==> config.mk <==
export PLATFORM = sky130hd
export DESIGN_NAME = vnta_mul
export DESIGN_NICKNAME = d
export VERILOG_FILES = /design/src/design/vnta_pkg.sv /design/src/design/vnta_mul.sv
export SDC_FILE = /design/constraint.sdc
export NUM_CORES = 2
export LEC_CHECK = 0
export ABC_CLOCK_PERIOD_IN_PS = 11300
export BUFFER_PORTS_ARGS = -buffer_cell sky130_fd_sc_hd__buf_2
export CORE_AREA = 3 3 331 333
export DETAILED_ROUTE_END_ITERATION = 10
export DIE_AREA = 0 0 334 336
export GPL_TIMING_DRIVEN = 1
export HOLD_SLACK_MARGIN = 0.1
export PLACE_DENSITY_LB_ADDON = 0.05
export RECOVER_POWER = 25
export SYNTH_ARGS = -nofsm -noshare
export SYNTH_HDL_FRONTEND = slang
export SYNTH_SLANG_ARGS = --single-unit
==> constraint.sdc <==
create_clock -name clock -period 11.3 [get_ports clock]
set_input_delay 0.565 -clock clock [delete_from_list [all_inputs] [get_ports clock]]
set_output_delay 0.565 -clock clock [all_outputs]
set_load 0.005 [all_outputs]
==> src/design/vnta_pkg.sv <==
// Shared types, constants and fixed-point helpers for the vertex normal and
// tangent accumulator. No dependencies; every other design file but vnta_ram imports it.
package vnta_pkg;

   localparam int MAX_VERTICES = 1024;
   localparam int MAX_UVS      = 1024;
   localparam int VIDX_W       = $clog2(MAX_VERTICES);
   localparam int UIDX_W       = $clog2(MAX_UVS);
   localparam int VCNT_W       = VIDX_W + 1;
   localparam int UCNT_W       = UIDX_W + 1;

   localparam logic [2:0] OP_LOAD_VERTEX = 3'd0;
   localparam logic [2:0] OP_LOAD_UV     = 3'd1;
   localparam logic [2:0] OP_TRIANGLE    = 3'd2;
   localparam logic [2:0] OP_READ_VERTEX = 3'd3;
   localparam logic [2:0] OP_CLEAR       = 3'd4;

   localparam logic signed [32:0] ONE_Q16 = 33'sd65536;
   localparam logic signed [31:0] Q_MAX   = 32'sh7fff_ffff;
   localparam logic signed [31:0] Q_MIN   = 32'sh8000_0000;

   typedef struct packed {
      logic [2:0]         operation;
      logic signed [31:0] coord_x;
      logic signed [31:0] coord_y;
      logic signed [31:0] coord_z;
      logic [9:0]         vert_a;
      logic [9:0]         vert_b;
      logic [9:0]         vert_c;
      logic [9:0]         uv_a;
      logic [9:0]         uv_b;
      logic [9:0]         uv_c;
      logic               uv_present;
   } req_type;

   typedef struct packed {
      logic signed [31:0] smooth_nx;
      logic signed [31:0] smooth_ny;
      logic signed [31:0] smooth_nz;
      logic signed [31:0] face_nx;
      logic signed [31:0] face_ny;
      logic signed [31:0] face_nz;
      logic signed [31:0] tangent_x;
      logic signed [31:0] tangent_y;
      logic signed [31:0] tangent_z;
   } rsp_type;

   typedef struct packed {
      logic signed [31:0] x;
      logic signed [31:0] y;
      logic signed [31:0] z;
   } vec3_type;

   typedef struct packed {
      logic signed [31:0] u;
      logic signed [31:0] v;
   } uv_type;

   typedef enum logic {
      DS_SQRT,
      DS_DIV
   } ds_mode_type;

   typedef struct packed {
      logic        start;
      ds_mode_type mode;
      logic [63:0] opa;
      logic [63:0] opb;
   } ds_cmd_type;

   typedef struct packed {
      logic        done;
      logic [31:0] result;
   } ds_rsp_type;

   typedef enum logic [4:0] {
      S_IDLE,
      S_READ,
      S_READ_OUT,
      S_TRI_CHECK,
      S_POS,
      S_UV,
      S_MUL,
      S_MAX,
      S_SHR,
      S_MAX2,
      S_DBL,
      S_SQ,
      S_SQRT,
      S_SQRT_WAIT,
      S_NDIV,
      S_NDIV_WAIT,
      S_TDIV,
      S_TDIV_WAIT,
      S_UPDATE
   } seq_state_type;

   function automatic logic signed [31:0] sat32(input logic signed [32:0] v);
      if (v[32] != v[31]) begin
         return v[32] ? Q_MIN : Q_MAX;
      end
      return v[31:0];
   endfunction

   function automatic logic signed [31:0] sat_add(input logic signed [31:0] a,
                                                  input logic signed [31:0] b);
      return sat32({a[31], a} + {b[31], b});
   endfunction

   function automatic logic signed [31:0] sat_sub(input logic signed [31:0] a,
                                                  input logic signed [31:0] b);
      return sat32({a[31], a} - {b[31], b});
   endfunction

   // magnitude is at most 2^31
   function automatic logic signed [31:0] apply_sign(input logic neg, input logic [31:0] m);
      if (neg) begin
         return m[31] ? Q_MIN : -$signed(m);
      end
      return (m >= 32'h7fff_ffff) ? Q_MAX : $signed(m);
   endfunction

   function automatic logic [63:0] mag64(input logic signed [63:0] x);
      return x[63] ? 64'(-x) : 64'(x);
   endfunction

   function automatic logic [63:0] mag65(input logic signed [64:0] x);
      logic [64:0] m;
      m = x[64] ? 65'(-x) : 65'(x);
      return m[63:0];
   endfunction

endpackage

==> src/design/vnta_mul.sv <==
// Shared 32x32 signed multiplier with a registered product.
// Depends on vnta_pkg only for the house import convention.
module vnta_mul import vnta_pkg::*; (
   input  logic               clock,
   input  logic signed [31:0] mul_a,
   input  logic signed [31:0] mul_b,
   output logic signed [63:0] prod
);

   logic signed [63:0] prod_ff;

   always_ff @(posedge clock) begin
      prod_ff <= mul_a * mul_b;
   end

   assign prod = prod_ff;

endmodule

==> out/qor.csv <==
stage,metric,value,unit
floorplanning,coreArea,0.107,sq mm
sta,setup_violations,0,
synth,synth_fa_ha_area_frac,0.643,
layout,syn_to_final_growth,6.00,%
layout,nNetsFinal,5198,
placement,place.gp.congestion,0.807,
cts,cts_setup_buffers,0,
synth,ys.flop_type,dfxtp_1,
critical_path,cp-end-kind,flop,
global_route,use_met1,0.287,
route,vias,24900,
global_route,antenna_found_initial,14,
synth,synth_mux_area_frac,0,
global_route,grt_pass1_wl,185000,um
route,post_drt_wl_per_cell,22.5,um
synth,synth_edf_count,0,
flow_run,max-cap-violations,0,
layout,largest_reg_flops,64,
floorplanning,fp.dieH,336,um
synth,ys_types,63,
cts,clock-sinks,64,
floorplanning,pin_count,129,
synth,synth_top_family_by_area,adder cells,
critical_path,crit_arrival,9450,ps
global_route,use_met2,0.398,
synth,ys_top_cells_by_area,"fa_1, inv_1, and2_1",
cts,cts_tree,yes,
sta,post-route-period-util,0.809,
cts,cts_resized,0,
synth,synthSimpleGateAreaFrac,0.154,
global_route,grt_util_met3,0.0299,
critical_path,critPathMaxStageDelay,970,ps
global_route,grt_overflow,0,
sta,hold_viol_final,0,
cts,cts_buffers,9,
cts,h-tree-depth,3,
global_route,top_usage_layer,met2,
critical_path,critical_path.top_delay_family,adder cells,
synth,yosysWarnings,0,
cts,cts-root-buf,clkbuf_16,
synth,netlist.area_leader.share,0.582,
synth,syn_avg_cell_area,9.59,sq um
route,drtIter0Drc,1137,
route,viasPerCell,4.70,
sta,fmax,109,MHz
critical_path,worstSetupPathType,in -> reg,
critical_path,path_max_fanout,32,
floorplanning,initial_core_util,0.348,
route,antenna_left,0,
critical_path,crit_top_cell,fa_1,
floorplanning,num_rows,120,
sta,relSlewSlack,0.153,
worst_hold_path,hold_path_class,in -> reg,
synth,synthArstFlopShare,0,
synth,synth_seq_area_share,0.0344,
layout,layout-drive-gt1-share,0.0504,
sta,drv_slew,0,
sta,worstMarginPinSlew,1270,ps
critical_path,start_kind,input port,
placement,dp_hpwl,99200,um
synth,synth_commonest_cells,"fa_1, inv_1, and2_1",
synth,synth_compound_area_frac,0.0346,
cts,clk_pin_slew,70,ps
route,wirelength,119000,um
sta,grt_setup_unrepaired,false,
cts,cts_hold_buf,0,
critical_path,worst_path_max_delay_cell,a211oi_2,
critical_path,crit_required,11610,ps
route,drtPass1Iterations,5,
placement,dp.cells,5259,
cts,clk_path_buf_depth,2,
synth,yosys.area.top_type,fa_1,
sta,period_minus_slack,9140,ps
synth,synth_seq_cells,64,
critical_path,path_buf_inv,6,
sta,setup_tns,0,ps
synth,syn-cell-area,0.0372,sq mm
run_status,status,finished clean,
placement,portBuffers,128,
layout,finalNonFillerCells,5282,
synth,yosys.cell_count.top_type,fa_1,
synth,syn_inst,3884,
floorplanning,die_x,334,um
synth,syn_nets,5215,
global_route,grt_max_degree,33,
synth,synth_xor_area_frac,0.0176,
global_route,grt_pass1_vias,28800,
floorplanning,dieArea,0.112,sq mm
route,drc,0,
global_route,grt_usage,0.224,
## stage by stage
stage | area [sq um] | setup WS [ps] | utilization | hold WS (ps)
detailed placement | 39200 | 1690 | 0.367 | 941
global route | 39500 | 1730 | 0.369 | 681
finish | 39500 | 2160 | 0.369 | 656
floorplan | 37200 | 3470 | - | 692
global placement | 39200 | 1760 | 0.367 | 943
CTS | 39500 | 2150 | 0.369 | 643
## metal layers
layer  part of all wire  vias up  routed length, um
met5            0.00017        -                 20
met4              0.028        2               3320
met3              0.042      105               5040
met2               0.51      495              60900
met1               0.42    13200              49600
li1                   -    11000                  -
## cells by family after synthesis
group           Yosys count
compound gates          193
simple gates           1134
buf+inv                1152
xor+xnor                 75
fa+ha+maj              1266
flops                    64
## cell usage in the layout, fill, tap and decap left out, drive strengths merged, types with 25 or more instances in the layout
cell	Yosys	final
fa	1082	1082
inv	952	952
and2	516	516
nand2	511	511
ha	184	184
buf	5	157
a21oi	68	68
dfxtp	64	64
xnor2	53	53
nor2	42	42
o21ai	31	31
a21o	25	25
clkbuf	195	25
## final timing paths
check | start | end | slack [ps] | cells after the start
max | mul_a[9] | prod[63] | 2160 | 26
min | mul_b[0] | prod[0] | 660 | 2
## area by class of cell
type | count | area, sq um
flip-flops and latches | 64 | 1280
clock inverters | 6 | 36.3
clock buffers | 10 | 229
fillers | 11100 | 67400
inverters | 952 | 3570
diodes | 7 | 17.5
well taps | 1403 | 1760
repair buffers | 172 | 952
multi-input cells | 2668 | 31600
Power is not shown: default switching activity piles up to over one toggle a cycle in this logic, so the estimate is an artifact.
