### src/design/vnta_pkg.sv
// Shared types, constants and fixed-point helpers for the vertex normal and
// tangent accumulator. No dependencies; every other design file but vnta_ram imports it.
package vnta_pkg;

   localparam int MAX_VERTICES = 1024;
   localparam int MAX_UVS      = 1024;
   localparam int VIDX_W       = $clog2(MAX_VERTICES);
   localparam int UIDX_W       = $clog2(MAX_UVS);
   localparam int VCNT_W       = VIDX_W + 1;
   localparam int UCNT_W       = UIDX_W + 1;

   localparam logic [2:0] OP_LOAD_VERTEX = 3'd0;
   localparam logic [2:0] OP_LOAD_UV     = 3'd1;
   localparam logic [2:0] OP_TRIANGLE    = 3'd2;
   localparam logic [2:0] OP_READ_VERTEX = 3'd3;
   localparam logic [2:0] OP_CLEAR       = 3'd4;

   localparam logic signed [32:0] ONE_Q16 = 33'sd65536;
   localparam logic signed [31:0] Q_MAX   = 32'sh7fff_ffff;
   localparam logic signed [31:0] Q_MIN   = 32'sh8000_0000;

   typedef struct packed {
      logic [2:0]         operation;
      logic signed [31:0] coord_x;
      logic signed [31:0] coord_y;
      logic signed [31:0] coord_z;
      logic [9:0]         vert_a;
      logic [9:0]         vert_b;
      logic [9:0]         vert_c;
      logic [9:0]         uv_a;
      logic [9:0]         uv_b;
      logic [9:0]         uv_c;
      logic               uv_present;
   } req_type;

   typedef struct packed {
      logic signed [31:0] smooth_nx;
      logic signed [31:0] smooth_ny;
      logic signed [31:0] smooth_nz;
      logic signed [31:0] face_nx;
      logic signed [31:0] face_ny;
      logic signed [31:0] face_nz;
      logic signed [31:0] tangent_x;
      logic signed [31:0] tangent_y;
      logic signed [31:0] tangent_z;
   } rsp_type;

   typedef struct packed {
      logic signed [31:0] x;
      logic signed [31:0] y;
      logic signed [31:0] z;
   } vec3_type;

   typedef struct packed {
      logic signed [31:0] u;
      logic signed [31:0] v;
   } uv_type;

   typedef enum logic {
      DS_SQRT,
      DS_DIV
   } ds_mode_type;

   typedef struct packed {
      logic        start;
      ds_mode_type mode;
      logic [63:0] opa;
      logic [63:0] opb;
   } ds_cmd_type;

   typedef struct packed {
      logic        done;
      logic [31:0] result;
   } ds_rsp_type;

   typedef enum logic [4:0] {
      S_IDLE,
      S_READ,
      S_READ_OUT,
      S_TRI_CHECK,
      S_POS,
      S_UV,
      S_MUL,
      S_MAX,
      S_SHR,
      S_MAX2,
      S_DBL,
      S_SQ,
      S_SQRT,
      S_SQRT_WAIT,
      S_NDIV,
      S_NDIV_WAIT,
      S_TDIV,
      S_TDIV_WAIT,
      S_UPDATE
   } seq_state_type;

   function automatic logic signed [31:0] sat32(input logic signed [32:0] v);
      if (v[32] != v[31]) begin
         return v[32] ? Q_MIN : Q_MAX;
      end
      return v[31:0];
   endfunction

   function automatic logic signed [31:0] sat_add(input logic signed [31:0] a,
                                                  input logic signed [31:0] b);
      return sat32({a[31], a} + {b[31], b});
   endfunction

   function automatic logic signed [31:0] sat_sub(input logic signed [31:0] a,
                                                  input logic signed [31:0] b);
      return sat32({a[31], a} - {b[31], b});
   endfunction

   // magnitude is at most 2^31
   function automatic logic signed [31:0] apply_sign(input logic neg, input logic [31:0] m);
      if (neg) begin
         return m[31] ? Q_MIN : -$signed(m);
      end
      return (m >= 32'h7fff_ffff) ? Q_MAX : $signed(m);
   endfunction

   function automatic logic [63:0] mag64(input logic signed [63:0] x);
      return x[63] ? 64'(-x) : 64'(x);
   endfunction

   function automatic logic [63:0] mag65(input logic signed [64:0] x);
      logic [64:0] m;
      m = x[64] ? 65'(-x) : 65'(x);
      return m[63:0];
   endfunction

endpackage

### src/design/vnta_divsqrt.sv
// Iterative divide / square-root unit, one result bit per cycle on a shared
// 65-bit subtractor. Depends on vnta_pkg (ds_cmd_type, ds_rsp_type).
module vnta_divsqrt import vnta_pkg::*; (
   input  logic       clock,
   input  logic       reset,
   input  ds_cmd_type cmd,
   output ds_rsp_type rsp
);

   localparam logic [4:0] SQRT_ITERS = 5'd31;
   localparam logic [4:0] DIV_ITERS  = 5'd30;

   logic        busy_ff, busy_in;
   logic        done_ff, done_in;
   ds_mode_type mode_ff, mode_in;
   logic [64:0] rem_ff, rem_in;
   logic [63:0] acc_ff, acc_in;
   logic [63:0] aux_ff, aux_in;
   logic [30:0] sh_ff, sh_in;
   logic [4:0]  cnt_ff, cnt_in;

   logic [64:0] sub_a, sub_b;
   logic [65:0] diff;
   logic        ge;

   always_comb begin
      if (mode_ff == DS_SQRT) begin
         sub_a = rem_ff;
         sub_b = {1'b0, acc_ff} + {1'b0, aux_ff};
      end else begin
         sub_a = {rem_ff[63:0], sh_ff[30]};
         sub_b = {1'b0, aux_ff};
      end
      diff = {1'b0, sub_a} - {1'b0, sub_b};
      ge   = ~diff[65];
   end

   always_comb begin
      busy_in = busy_ff;
      done_in = 1'b0;
      mode_in = mode_ff;
      rem_in  = rem_ff;
      acc_in  = acc_ff;
      aux_in  = aux_ff;
      sh_in   = sh_ff;
      cnt_in  = cnt_ff;
      if (!busy_ff) begin
         if (cmd.start) begin
            mode_in = cmd.mode;
            if (cmd.mode == DS_SQRT) begin
               rem_in  = {1'b0, cmd.opa};
               acc_in  = '0;
               aux_in  = 64'h4000_0000_0000_0000;
               cnt_in  = SQRT_ITERS;
               busy_in = 1'b1;
            end else if ({15'b0, cmd.opa[63:15]} >= cmd.opb) begin
               // quotient would reach 2^31
               acc_in  = 64'h0000_0000_8000_0000;
               done_in = 1'b1;
            end else begin
               rem_in  = {16'b0, cmd.opa[63:15]};
               sh_in   = {cmd.opa[14:0], 16'b0};
               acc_in  = '0;
               aux_in  = cmd.opb;
               cnt_in  = DIV_ITERS;
               busy_in = 1'b1;
            end
         end
      end else begin
         if (mode_ff == DS_SQRT) begin
            if (ge) begin
               rem_in = diff[64:0];
               acc_in = (acc_ff >> 1) + aux_ff;
            end else begin
               acc_in = acc_ff >> 1;
            end
            aux_in = aux_ff >> 2;
         end else begin
            rem_in = ge ? diff[64:0] : sub_a;
            acc_in = {acc_ff[62:0], ge};
            sh_in  = {sh_ff[29:0], 1'b0};
         end
         cnt_in = cnt_ff - 5'd1;
         if (cnt_ff == '0) begin
            busy_in = 1'b0;
            done_in = 1'b1;
         end
      end
   end

   always_ff @(posedge clock) begin
      if (reset) begin
         busy_ff <= 1'b0;
         done_ff <= 1'b0;
         mode_ff <= DS_SQRT;
      end else begin
         busy_ff <= busy_in;
         done_ff <= done_in;
         mode_ff <= mode_in;
      end
   end

   always_ff @(posedge clock) begin
      rem_ff <= rem_in;
      acc_ff <= acc_in;
      aux_ff <= aux_in;
      sh_ff  <= sh_in;
      cnt_ff <= cnt_in;
   end

   assign rsp.done   = done_ff;
   assign rsp.result = acc_ff[31:0];

endmodule

### config.mk
export PLATFORM = sky130hd
export DESIGN_NAME = vnta_divsqrt
export DESIGN_NICKNAME = d
export VERILOG_FILES = /design/src/design/vnta_pkg.sv /design/src/design/vnta_divsqrt.sv
export SDC_FILE = /design/constraint.sdc
export NUM_CORES = 1
export LEC_CHECK = 0
export ABC_CLOCK_PERIOD_IN_PS = 14200
export BUFFER_PORTS_ARGS = -buffer_cell sky130_fd_sc_hd__buf_2
export CAP_MARGIN = 20
export CORE_MARGIN = 5
export CORE_UTILIZATION = 30
export DETAILED_ROUTE_END_ITERATION = 10
export HOLD_SLACK_MARGIN = 0.03
export PLACE_DENSITY = 0.45
export SLEW_MARGIN = 40
export SYNTH_ARGS = -nofsm -noshare
export SYNTH_HDL_FRONTEND = slang
export SYNTH_SLANG_ARGS = --single-unit
### constraint.sdc
create_clock -name clock -period 14.2 [get_ports clock]
set_input_delay 2.13 -clock clock [delete_from_list [all_inputs] [get_ports clock]]
set_output_delay 2.13 -clock clock [all_outputs]
set_load 0.1 [all_outputs]
==> results.toml, run 1 <==
[yosys]
synthMostInstantiatedCell = "a21oi_1"
synth_ff_type = "edfxtp_1"
synth_area_leaders = "edfxtp_1 (26%), ha_1 (12%), a21oi_1 (6.8%)"
synth_fp_nets = 3296
yosys_warnings = 0
ys_types = 86
synth_edf_count = 213
avgSynthCellArea_sq_um = 8.400
async_reset_ff_frac = 0
synth_top_area_cell = "edfxtp_1"
syn-cell-area_sq_um = 24520
yosys.area.top_type_share = 0.2608
synth_cells = 2919
synthTopCellsByCount = "a21oi_1 (335), nand2_1 (266), ha_1 (242), o21ai_0 (215), edfxtp_1 (213)"
synth_seq_cells = 216
yosysSeqAreaShare = 0.2633

[floorplan]
die_w_microns = 295.9
die_y_microns = 295.9
ios = 165
num_rows = 104
die_area_sq_um = 87550
coreArea_sq_um = 80810
initial_core_util = 0.3034

[cts]
clock-root-buffer = "clkbuf_16"
holdBufCountCts = 0
cts_tree = "built"
post_cts_resized = 0
clock_latency_ps = 600
cts.reportedPaths.clkPinSlew_ps = 60
cts_made_buffers = 30
clk_path_buf_depth = 3
cts_setup_buffers = 0
htreeDepth = 1
clock_sinks = 216

[power]
p_sw_mw = 3.785
power_frac_clock = 0.109
comb_power_share = 0.721
leakage_nw = 11.38
total_power_mw = 7.094
seq_power_share = 0.170
internal_power_mw = 3.309
switching_share = 0.5335
cellPowerDensity_nw_per_um2 = 263.1
vdd_drop_max_v = 0.00009710

[grt]
grt_pass1_wl_microns = 138000
grt.overflow.total = 0
grtUsageTotal = 0.2038
grt_pass1_vias = 21676
antenna_found_initial = 6
grt_max_degree = 98

[cells_and_area]
fin_util = 0.3337
area_delta_synth_final_pct = 9.965
drive_above_1_share = 0.1150
final_net_count = 3318

[job]
maxCapViolations = 0

[sta]
worst_slew_pin_slew_ps = 848.2
drv_slew = 0
slew-limit-headroom = 0.4346
min_period_ps = 7335
rsz0062_at_grt = "false"
finalCritPeriodShare = 0.5166
fin_skew_ps = 16.92
fin_tns_setup_ps = 0
hold_viol_final = 0
setup_violations = 0
fmax_mhz = 136.3

[critical_path]
start_kind = "flip-flop"
end_kind = "flip-flop"
worst-endpoint-arrival_ps = 7760
cp.required_ps = 14620
critPathKind = "reg2reg"
critPathMaxFanout = 70

[route]
wl_per_cell_microns = 23.22
drc_errors = 0
vias_per_cell = 5.656
drtIter0Drc = 2172
drt-total-wl_microns = 93490
ant_nets = 0
first_pass_iters = 5
via_count = 22773

[min_path]
min_path_type = "reg2reg"

[placed_design]
place_congestion = 0.9202
io_buffers = 164
hpwl_microns = 73740

[outcome]
status = "finished clean"
==> through the flow <==
stage,worst slack [ps],cell area (sq um),hold slack [ps],cells
after floorplan,4406,24520,523.2,2919
after global placement,6899,25960,525.6,3969
after detailed placement,6856,25980,536.0,3969
after CTS,6796,26950,550.0,4024
after global routing,6244,26960,566.2,4025
final,6865,26960,545.9,4026
==> power by group through the flow <==
stage / combinational [mW] / sequential, mW / clock, mW
3_3_place_gp: 5.00 / 1.21 / 0
3_5_place_dp: 4.97 / 1.21 / 0
2_1_floorplan: 3.86 / 1.11 / 0
6_report: 5.11 / 1.21 / 0.772
5_1_grt: 5.61 / 1.23 / 0.821
4_1_cts: 5.02 / 1.20 / 0.799
==> layout make-up <==
class	instances	area, sq um
Clock buffer	39	805.8
Timing Repair Buffer	181	973.4
Sequential cell	216	6464
Inverter	114	430.4
Fill cell	8393	53840
Tap cell	1060	1326
Antenna cell	2	5.005
Clock inverter	16	165.2
Multi-Input combinational cell	2398	16790
==> state kept, by name (all words and copies together), names as in the netlist <==
name     flops
rem_ff      65
acc_ff      64
aux_ff      64
sh_ff       15
cnt_ff       5
busy_ff      1
done_ff      1
mode_ff      1
==> cells in the final DEF (no fill, tap or decap), types with 11 or more instances in the layout <==
cell type,n
a21oi_1,335
nand2_1,265
ha_1,242
o21ai_0,215
edfxtp_1,213
nor2_1,170
buf_2,163
inv_1,112
a21o_1,111
xnor2_1,105
mux2_2,81
o211ai_1,73
xor2_1,67
a22o_1,66
nand4_1,59
mux2i_1,54
nor2b_1,49
o21bai_1,45
a211oi_1,37
nor3_1,35
a31oi_1,34
nand3_1,31
clkbuf_16,31
o21ai_1,28
o211a_1,26
o21a_1,25
a22oi_1,22
nand2b_1,22
and3_1,15
and2_1,14
nor4_1,12
buf_4,12
o31ai_1,11
==> critical path, cell delays in order, from the launching register on <==
cell       delay [ps]
edfxtp_1          390
ha_1              190
inv_1              60
fa_1              380
nand2b_1          180
a21oi_1           260
o2111ai_1         210
a31oi_1           430
a31oi_1           320
a2111oi_1         650
o31ai_2           190
o21bai_1          160
a21oi_1            90
xnor2_1           150
mux2i_1           140
ha_1              440
nand2_1           130
nor2_1            200
nand2_1            90
nor3_1            280
nand4_1           110
a21oi_1           400
nor2_4            190
nand2_2           110
buf_4             600
nand2_1           490
o21ai_0           300
==> worst paths after layout <==
check / start / end / slack [ps] / cells after the start
min reg2reg: sh_ff[29]$_DFFE_PP_ / sh_ff[30]$_DFFE_PP_ / 550 / 1
min: sh_ff[29]$_DFFE_PP_ / sh_ff[30]$_DFFE_PP_ / 550 / 1
max: aux_ff[0]$_DFFE_PP_ / rem_ff[58]$_DFFE_PP_ / 6860 / 26
max reg2reg: aux_ff[0]$_DFFE_PP_ / rem_ff[58]$_DFFE_PP_ / 6860 / 26
==> per-layer routing <==
metal | vias up | share of wire | track usage
li1 | 11060 | - | -
met1 | 10934 | 0.51 | 0.3224
met5 | - | 0 | 0
met2 | 710 | 0.41 | 0.2988
met4 | 0 | 0.017 | 0.03717
met3 | 69 | 0.061 | 0.02322
==> logic make-up (layout without fill, tap and decap cells) <==
family	after synthesis	in the layout	synth area share
compound gates	1129	1129	0.2996
xor+xnor	172	172	0.06143
fa+ha+maj	245	245	0.1259
buf+inv	305	350	0.05312
flops	216	216	0.2633
mux	135	135	0.05924
other cells	0	2	0
simple gates	717	717	0.1374
(Power assumes the default switching activity.)
==> run 2: changes to the inputs <==
ABC_CLOCK_PERIOD_IN_PS = 5900   (was 14200)
PLACE_DENSITY = 0.47   (was 0.45)
clock period = 5.9 ns   (was 14.2 ns; I/O delays follow)
==> run 2 against run 1 <==
  * Die area stayed put
  * Cell count grew 7.9%
  * Flip-flop and latch count is the same
==> results.toml, run 2 (synthesis results as in run 1) <==
[power]
seq_power_share = 0.139
cellPowerDensity_nw_per_um2 = 663.3
leakage_nw = 13.24
internal_power_mw = 10.08
power_frac_clock = 0.097
vdd_drop_max_v = 0.0002333
switching_share = 0.5017
comb_power_share = 0.764
p_sw_mw = 10.15

[floorplan]
die_area_sq_um = 87550
die_w_microns = 295.9
ios = 165
coreArea_sq_um = 80810
initial_core_util = 0.3034
die_y_microns = 295.9
num_rows = 104

[grt]
grt_pass1_vias = 22955
grt_max_degree = 135
grt_pass1_wl_microns = 145700
antenna_found_initial = 2
grt.overflow.total = 0
grtUsageTotal = 0.2161

[route]
via_count = 24303
wl_per_cell_microns = 23.42
drt-total-wl_microns = 101700
first_pass_iters = 5
drtIter0Drc = 2170
vias_per_cell = 5.595
drc_errors = 0
ant_nets = 0

[cts]
clock_latency_ps = 610
htreeDepth = 1
cts_made_buffers = 31
cts.reportedPaths.clkPinSlew_ps = 60
clk_path_buf_depth = 3
clock_sinks = 216
clock-root-buffer = "clkbuf_16"
cts_tree = "built"

[cells_and_area]
reg_top3 = "rem_ff: 65 flops, acc_ff: 64 flops, aux_ff: 64 flops"
area_delta_synth_final_pct = 24.40
final_cell_mix = "a21oi_1 (309), buf_4 (299), nand2_1 (260), ha_1 (230), edfxtp_1 (213)"
top_register = "rem_ff"
final_common_cell = "a21oi_1"
stdcell_count = 4344
drive_above_1_share = 0.2326
fill_cells = 8232
largest_reg_flops = 65
diodes = 0
final_net_count = 3637
final_cell_area_sq_um = 30500

[critical_path]
path_buf_inv = 6
cp_slowest_cell = "a2111oi_4"
crit_family = "compound AO/OA/AOI/OAI gates"
start_kind = "flip-flop"
critPathMaxFanout = 10
cp.required_ps = 6230
cpMostUsedCell = "a21oi_1"
critPathKind = "reg2reg"
end_kind = "flip-flop"
worst-endpoint-arrival_ps = 6080
cpPeakStageDelay_ps = 420

[job]
maxCapViolations = 0

[min_path]
min_path_type = "in2reg"

[placed_design]
dp_cells = 4245
place_area_sq_um = 28350
place_congestion = 0.9343
dp_worst_setup_slack_ps = -109.8
hpwl_microns = 79430
io_buffers = 164

[sta]
fin_skew_ps = 28.92
worst_slew_pin_slew_ps = 829.3
rsz0062_at_grt = "true"
holdWs_ps = 516.0
drv_slew = 0
slew-limit-headroom = 0.4472
fmax_mhz = 173.9
min_period_ps = 5750
final.setup.worst_slack_ps = 150.0
hold_viol_final = 0
finalCritPeriodShare = 0.9746
setup_violations = 0

[outcome]
status = "finished clean"
==> run 2: path summary, 6_finish.rpt <==
path | from | end | slack, ps | cells after the start
hold reg to reg | sh_ff[29]$_DFFE_PP_ | sh_ff[30]$_DFFE_PP_ | 540 | 1
hold / removal | reset | mode_ff$_SDFFE_PP0P_ | 520 | 2
setup reg to reg | aux_ff[0]$_DFFE_PP_ | rem_ff[31]$_DFFE_PP_ | 150 | 28
setup / recovery | aux_ff[0]$_DFFE_PP_ | rem_ff[31]$_DFFE_PP_ | 150 | 28
==> run 2: per-layer routing <==
metal,routed length [microns],share of wire,global-route usage
met2,42350,0.42,0.3144
met1,52210,0.51,0.3458
met5,27,0.00027,0
met3,5568,0.055,0.02681
met4,1558,0.015,0.03099
==> run 2: worst reg2reg max path, delay by kind of cell, from the launching register on <==
| family | cells | cell delay [ps] |
|---|---|---|
| XOR/XNOR | 1 | 160 |
| AO/OA/AOI/OAI | 14 | 2850 |
| flip-flops | 1 | 370 |
| buffers and inverters | 6 | 850 |
| AND/OR/NAND/NOR | 4 | 380 |
| adder cells (fa/ha/maj) | 3 | 890 |
==> run 2: through the flow <==
step	setup TNS, ps	utilization	total power, mW
4_1_cts	0	0.3650	19.06
6_report	0	0.3775	20.23
3_5_place_dp	-7021	0.3508	16.87
5_1_grt	-985.8	0.3775	21.68
2_1_floorplan	-33020	-	12.05
3_3_place_gp	-7209	0.3508	16.97
==> run 2: power groups by stage <==
stage	registers [mW]	clock network, mW	logic [mW]
final	2.82	1.97	15.4
after global routing	2.87	2.08	16.7
after CTS	2.80	2.01	14.3
after detailed placement	2.82	0	14.0
after global placement	2.82	0	14.1
after floorplan	2.66	0	9.39
==> run 2: what timing repair did <==
action	4_1_cts	5_1_grt
endpoints found under the setup margin	174	194
pin swaps	8	41
hold buffers	0	0
cloned	0	12
resized for setup	13	121
buffers inserted	5	26
==> run 2: layout make-up <==
class	count	area (sq um)	area share
Clock buffer	37	798.3	0.02617
Clock inverter	20	236.5	0.007753
Inverter	114	430.4	0.01411
Multi-Input combinational cell	2398	17440	0.5716
Sequential cell	216	6464	0.2119
Tap cell	1060	1326	0.04348
Timing Repair Buffer	499	3812	0.1250
==> run 3: changes to the inputs <==
ABC_CLOCK_PERIOD_IN_PS = 5300   (was 5900)
CORE_ASPECT_RATIO = 1.2   (was unset)
PLACE_DENSITY = 0.45   (was 0.47)
clock period = 5.3 ns   (was 5.9 ns; I/O delays follow)
==> run 3 against run 2 <==
  * The flow now finishes with violations (negative setup slack)
  * Largest cell class unchanged
  * Sequential share of layout area down 1.5 points
  * Setup slack got worse by 530 ps
  * Worst hold slack got worse by 71 ps
  * Clock power is 20% higher
  * Maximum frequency rose by 1.3%
  * Critical path type unchanged
==> results.toml, run 3 (synthesis results as in run 1) <==
[outcome]
status = "finished with violations"
violations = "negative setup slack"

[cts]
clock_latency_ps = 550
holdBufCountCts = 0
clock-root-buffer = "clkbuf_16"
cts.reportedPaths.clkPinSlew_ps = 70
clock_sinks = 216
cts_tree = "built"
htreeDepth = 2
cts_made_buffers = 34
clk_path_buf_depth = 3

[power]
cellPowerDensity_nw_per_um2 = 766.8
seq_power_share = 0.123
internal_power_mw = 13.09
power_frac_clock = 0.094
vdd_drop_max_v = 0.0003054
comb_power_share = 0.784
leakage_nw = 14.58
p_sw_mw = 12.08
switching_share = 0.4800

[sta]
min_period_ps = 5678
finalCritPeriodShare = 1.071
holdWs_ps = 444.6
fin_tns_setup_ps = -50970
worst_slew_pin_slew_ps = 829.5
hold_viol_final = 0
setup_violations = 194
fin_skew_ps = 23.33
slew-limit-headroom = 0.4470
final.setup.worst_slack_ps = -377.9
rsz0062_at_grt = "true"
fmax_mhz = 176.1
drv_slew = 0

[floorplan]
num_rows = 114
die_w_microns = 271.0
coreArea_sq_um = 80880
initial_core_util = 0.3032
die_area_sq_um = 87580
ios = 165
die_y_microns = 323.2

[cells_and_area]
top_register = "rem_ff"
final_common_cell = "buf_4"
final_cell_area_sq_um = 32820
final_net_count = 3909
area_delta_synth_final_pct = 33.86
stdcell_count = 4606
final_cell_mix = "buf_4 (556), a21oi_1 (300), nand2_1 (258), ha_1 (232), edfxtp_1 (213)"
fill_cells = 8197
largest_reg_flops = 65
reg_top3 = "rem_ff: 65 flops, acc_ff: 64 flops, aux_ff: 64 flops"
drive_above_1_share = 0.3001

[route]
wl_met3_microns = 5324
vias_per_cell = 5.581
drc_errors = 0
wl_per_cell_microns = 23.96
wl_met1_microns = 44280
via_count = 25706
drtIter0Drc = 1770
ant_nets = 0
drt-total-wl_microns = 110400
first_pass_iters = 5
top_layer = "met5"
dr_wl_met2_microns = 55620

[critical_path]
critPathKind = "reg2reg"
critPathMaxFanout = 6
cp_slowest_cell = "or4_4"
cpPeakStageDelay_ps = 440
worst-endpoint-arrival_ps = 5940
cp.required_ps = 5560
reg2reg_depth = 27
start_kind = "flip-flop"
end_kind = "flip-flop"

[grt]
grt_pass1_vias = 26056
grt_pass1_wl_microns = 161900
grt.overflow.total = 0
antenna_found_initial = 11
grt_max_degree = 79
grtUsageTotal = 0.2398

[placed_design]
io_buffers = 164
dp_cells = 4483
dp_worst_setup_slack_ps = -634.4
place_area_sq_um = 30180
place_congestion = 0.9715
hpwl_microns = 88310

[min_path]
hold_depth = 2
min_path_type = "in2reg"

[job]
maxCapViolations = 0
run 3: per-layer routing:
layer	up-vias	GRT usage
met5	-	0
met4	6	0.09312
met3	221	0.02878
met2	815	0.4439
met1	12405	0.2830
li1	12259	-
run 3: power groups by stage:
| stage | Combinational (mW) | Sequential, mW | Clock [mW] |
|---|---|---|---|
| 6_report | 19.7 | 3.09 | 2.36 |
| 2_1_floorplan | 10.5 | 2.96 | 0 |
| 5_1_grt | 21.2 | 3.13 | 2.48 |
| 4_1_cts | 18.9 | 3.07 | 2.41 |
| 3_3_place_gp | 17.7 | 3.09 | 0 |
| 3_5_place_dp | 17.8 | 3.10 | 0 |
run 3: worst paths after layout:
kind,from,endpoint,slack [ps]
hold / removal,reset,busy_ff$_SDFF_PP0_,440
hold reg to reg,sh_ff[25]$_DFFE_PP_,sh_ff[26]$_DFFE_PP_,550
setup / recovery,acc_ff[3]$_SDFFCE_PN0N_,rem_ff[19]$_DFFE_PP_,-380
setup reg to reg,acc_ff[3]$_SDFFCE_PN0N_,rem_ff[19]$_DFFE_PP_,-380
run 3: cell type report:
cell class              count  area [sq um]  share of cell area
repair buffers            768          5873              0.1789
inverters                 114         435.4             0.01327
clock buffers              41         940.9             0.02867
multi-input cells        2398         17610              0.5364
clock inverters            19         182.7            0.005565
well taps                1044          1306             0.03980
flip-flops and latches    216          6464              0.1969
diodes                      6         15.01           0.0004574
run 3: timing repair:
| action | CTS | global route |
|---|---|---|
| buffers inserted | 20 | 24 |
| endpoints found under the setup margin | 194 | 194 |
| gates cloned | 7 | 7 |
| gates resized for setup | 137 | 104 |
| pin swaps | 63 | 41 |
run 3: worst max-delay path, delay by kind of cell (launching register included):
kind,cells,cell delay [ps]
flip-flops,1,430
AND/OR/NAND/NOR,8,1460
AO/OA/AOI/OAI,10,1970
adder cells (fa/ha/maj),2,610
buffers and inverters,6,820
XOR/XNOR,1,80
run 3: per-stage QoR:
stage | power (mW) | utilization
3_5_place_dp | 20.88 | 0.3732
2_1_floorplan | 13.41 | -
4_1_cts | 24.37 | 0.3966
6_report | 25.17 | 0.4059
5_1_grt | 26.84 | 0.4057
3_3_place_gp | 20.82 | 0.3731
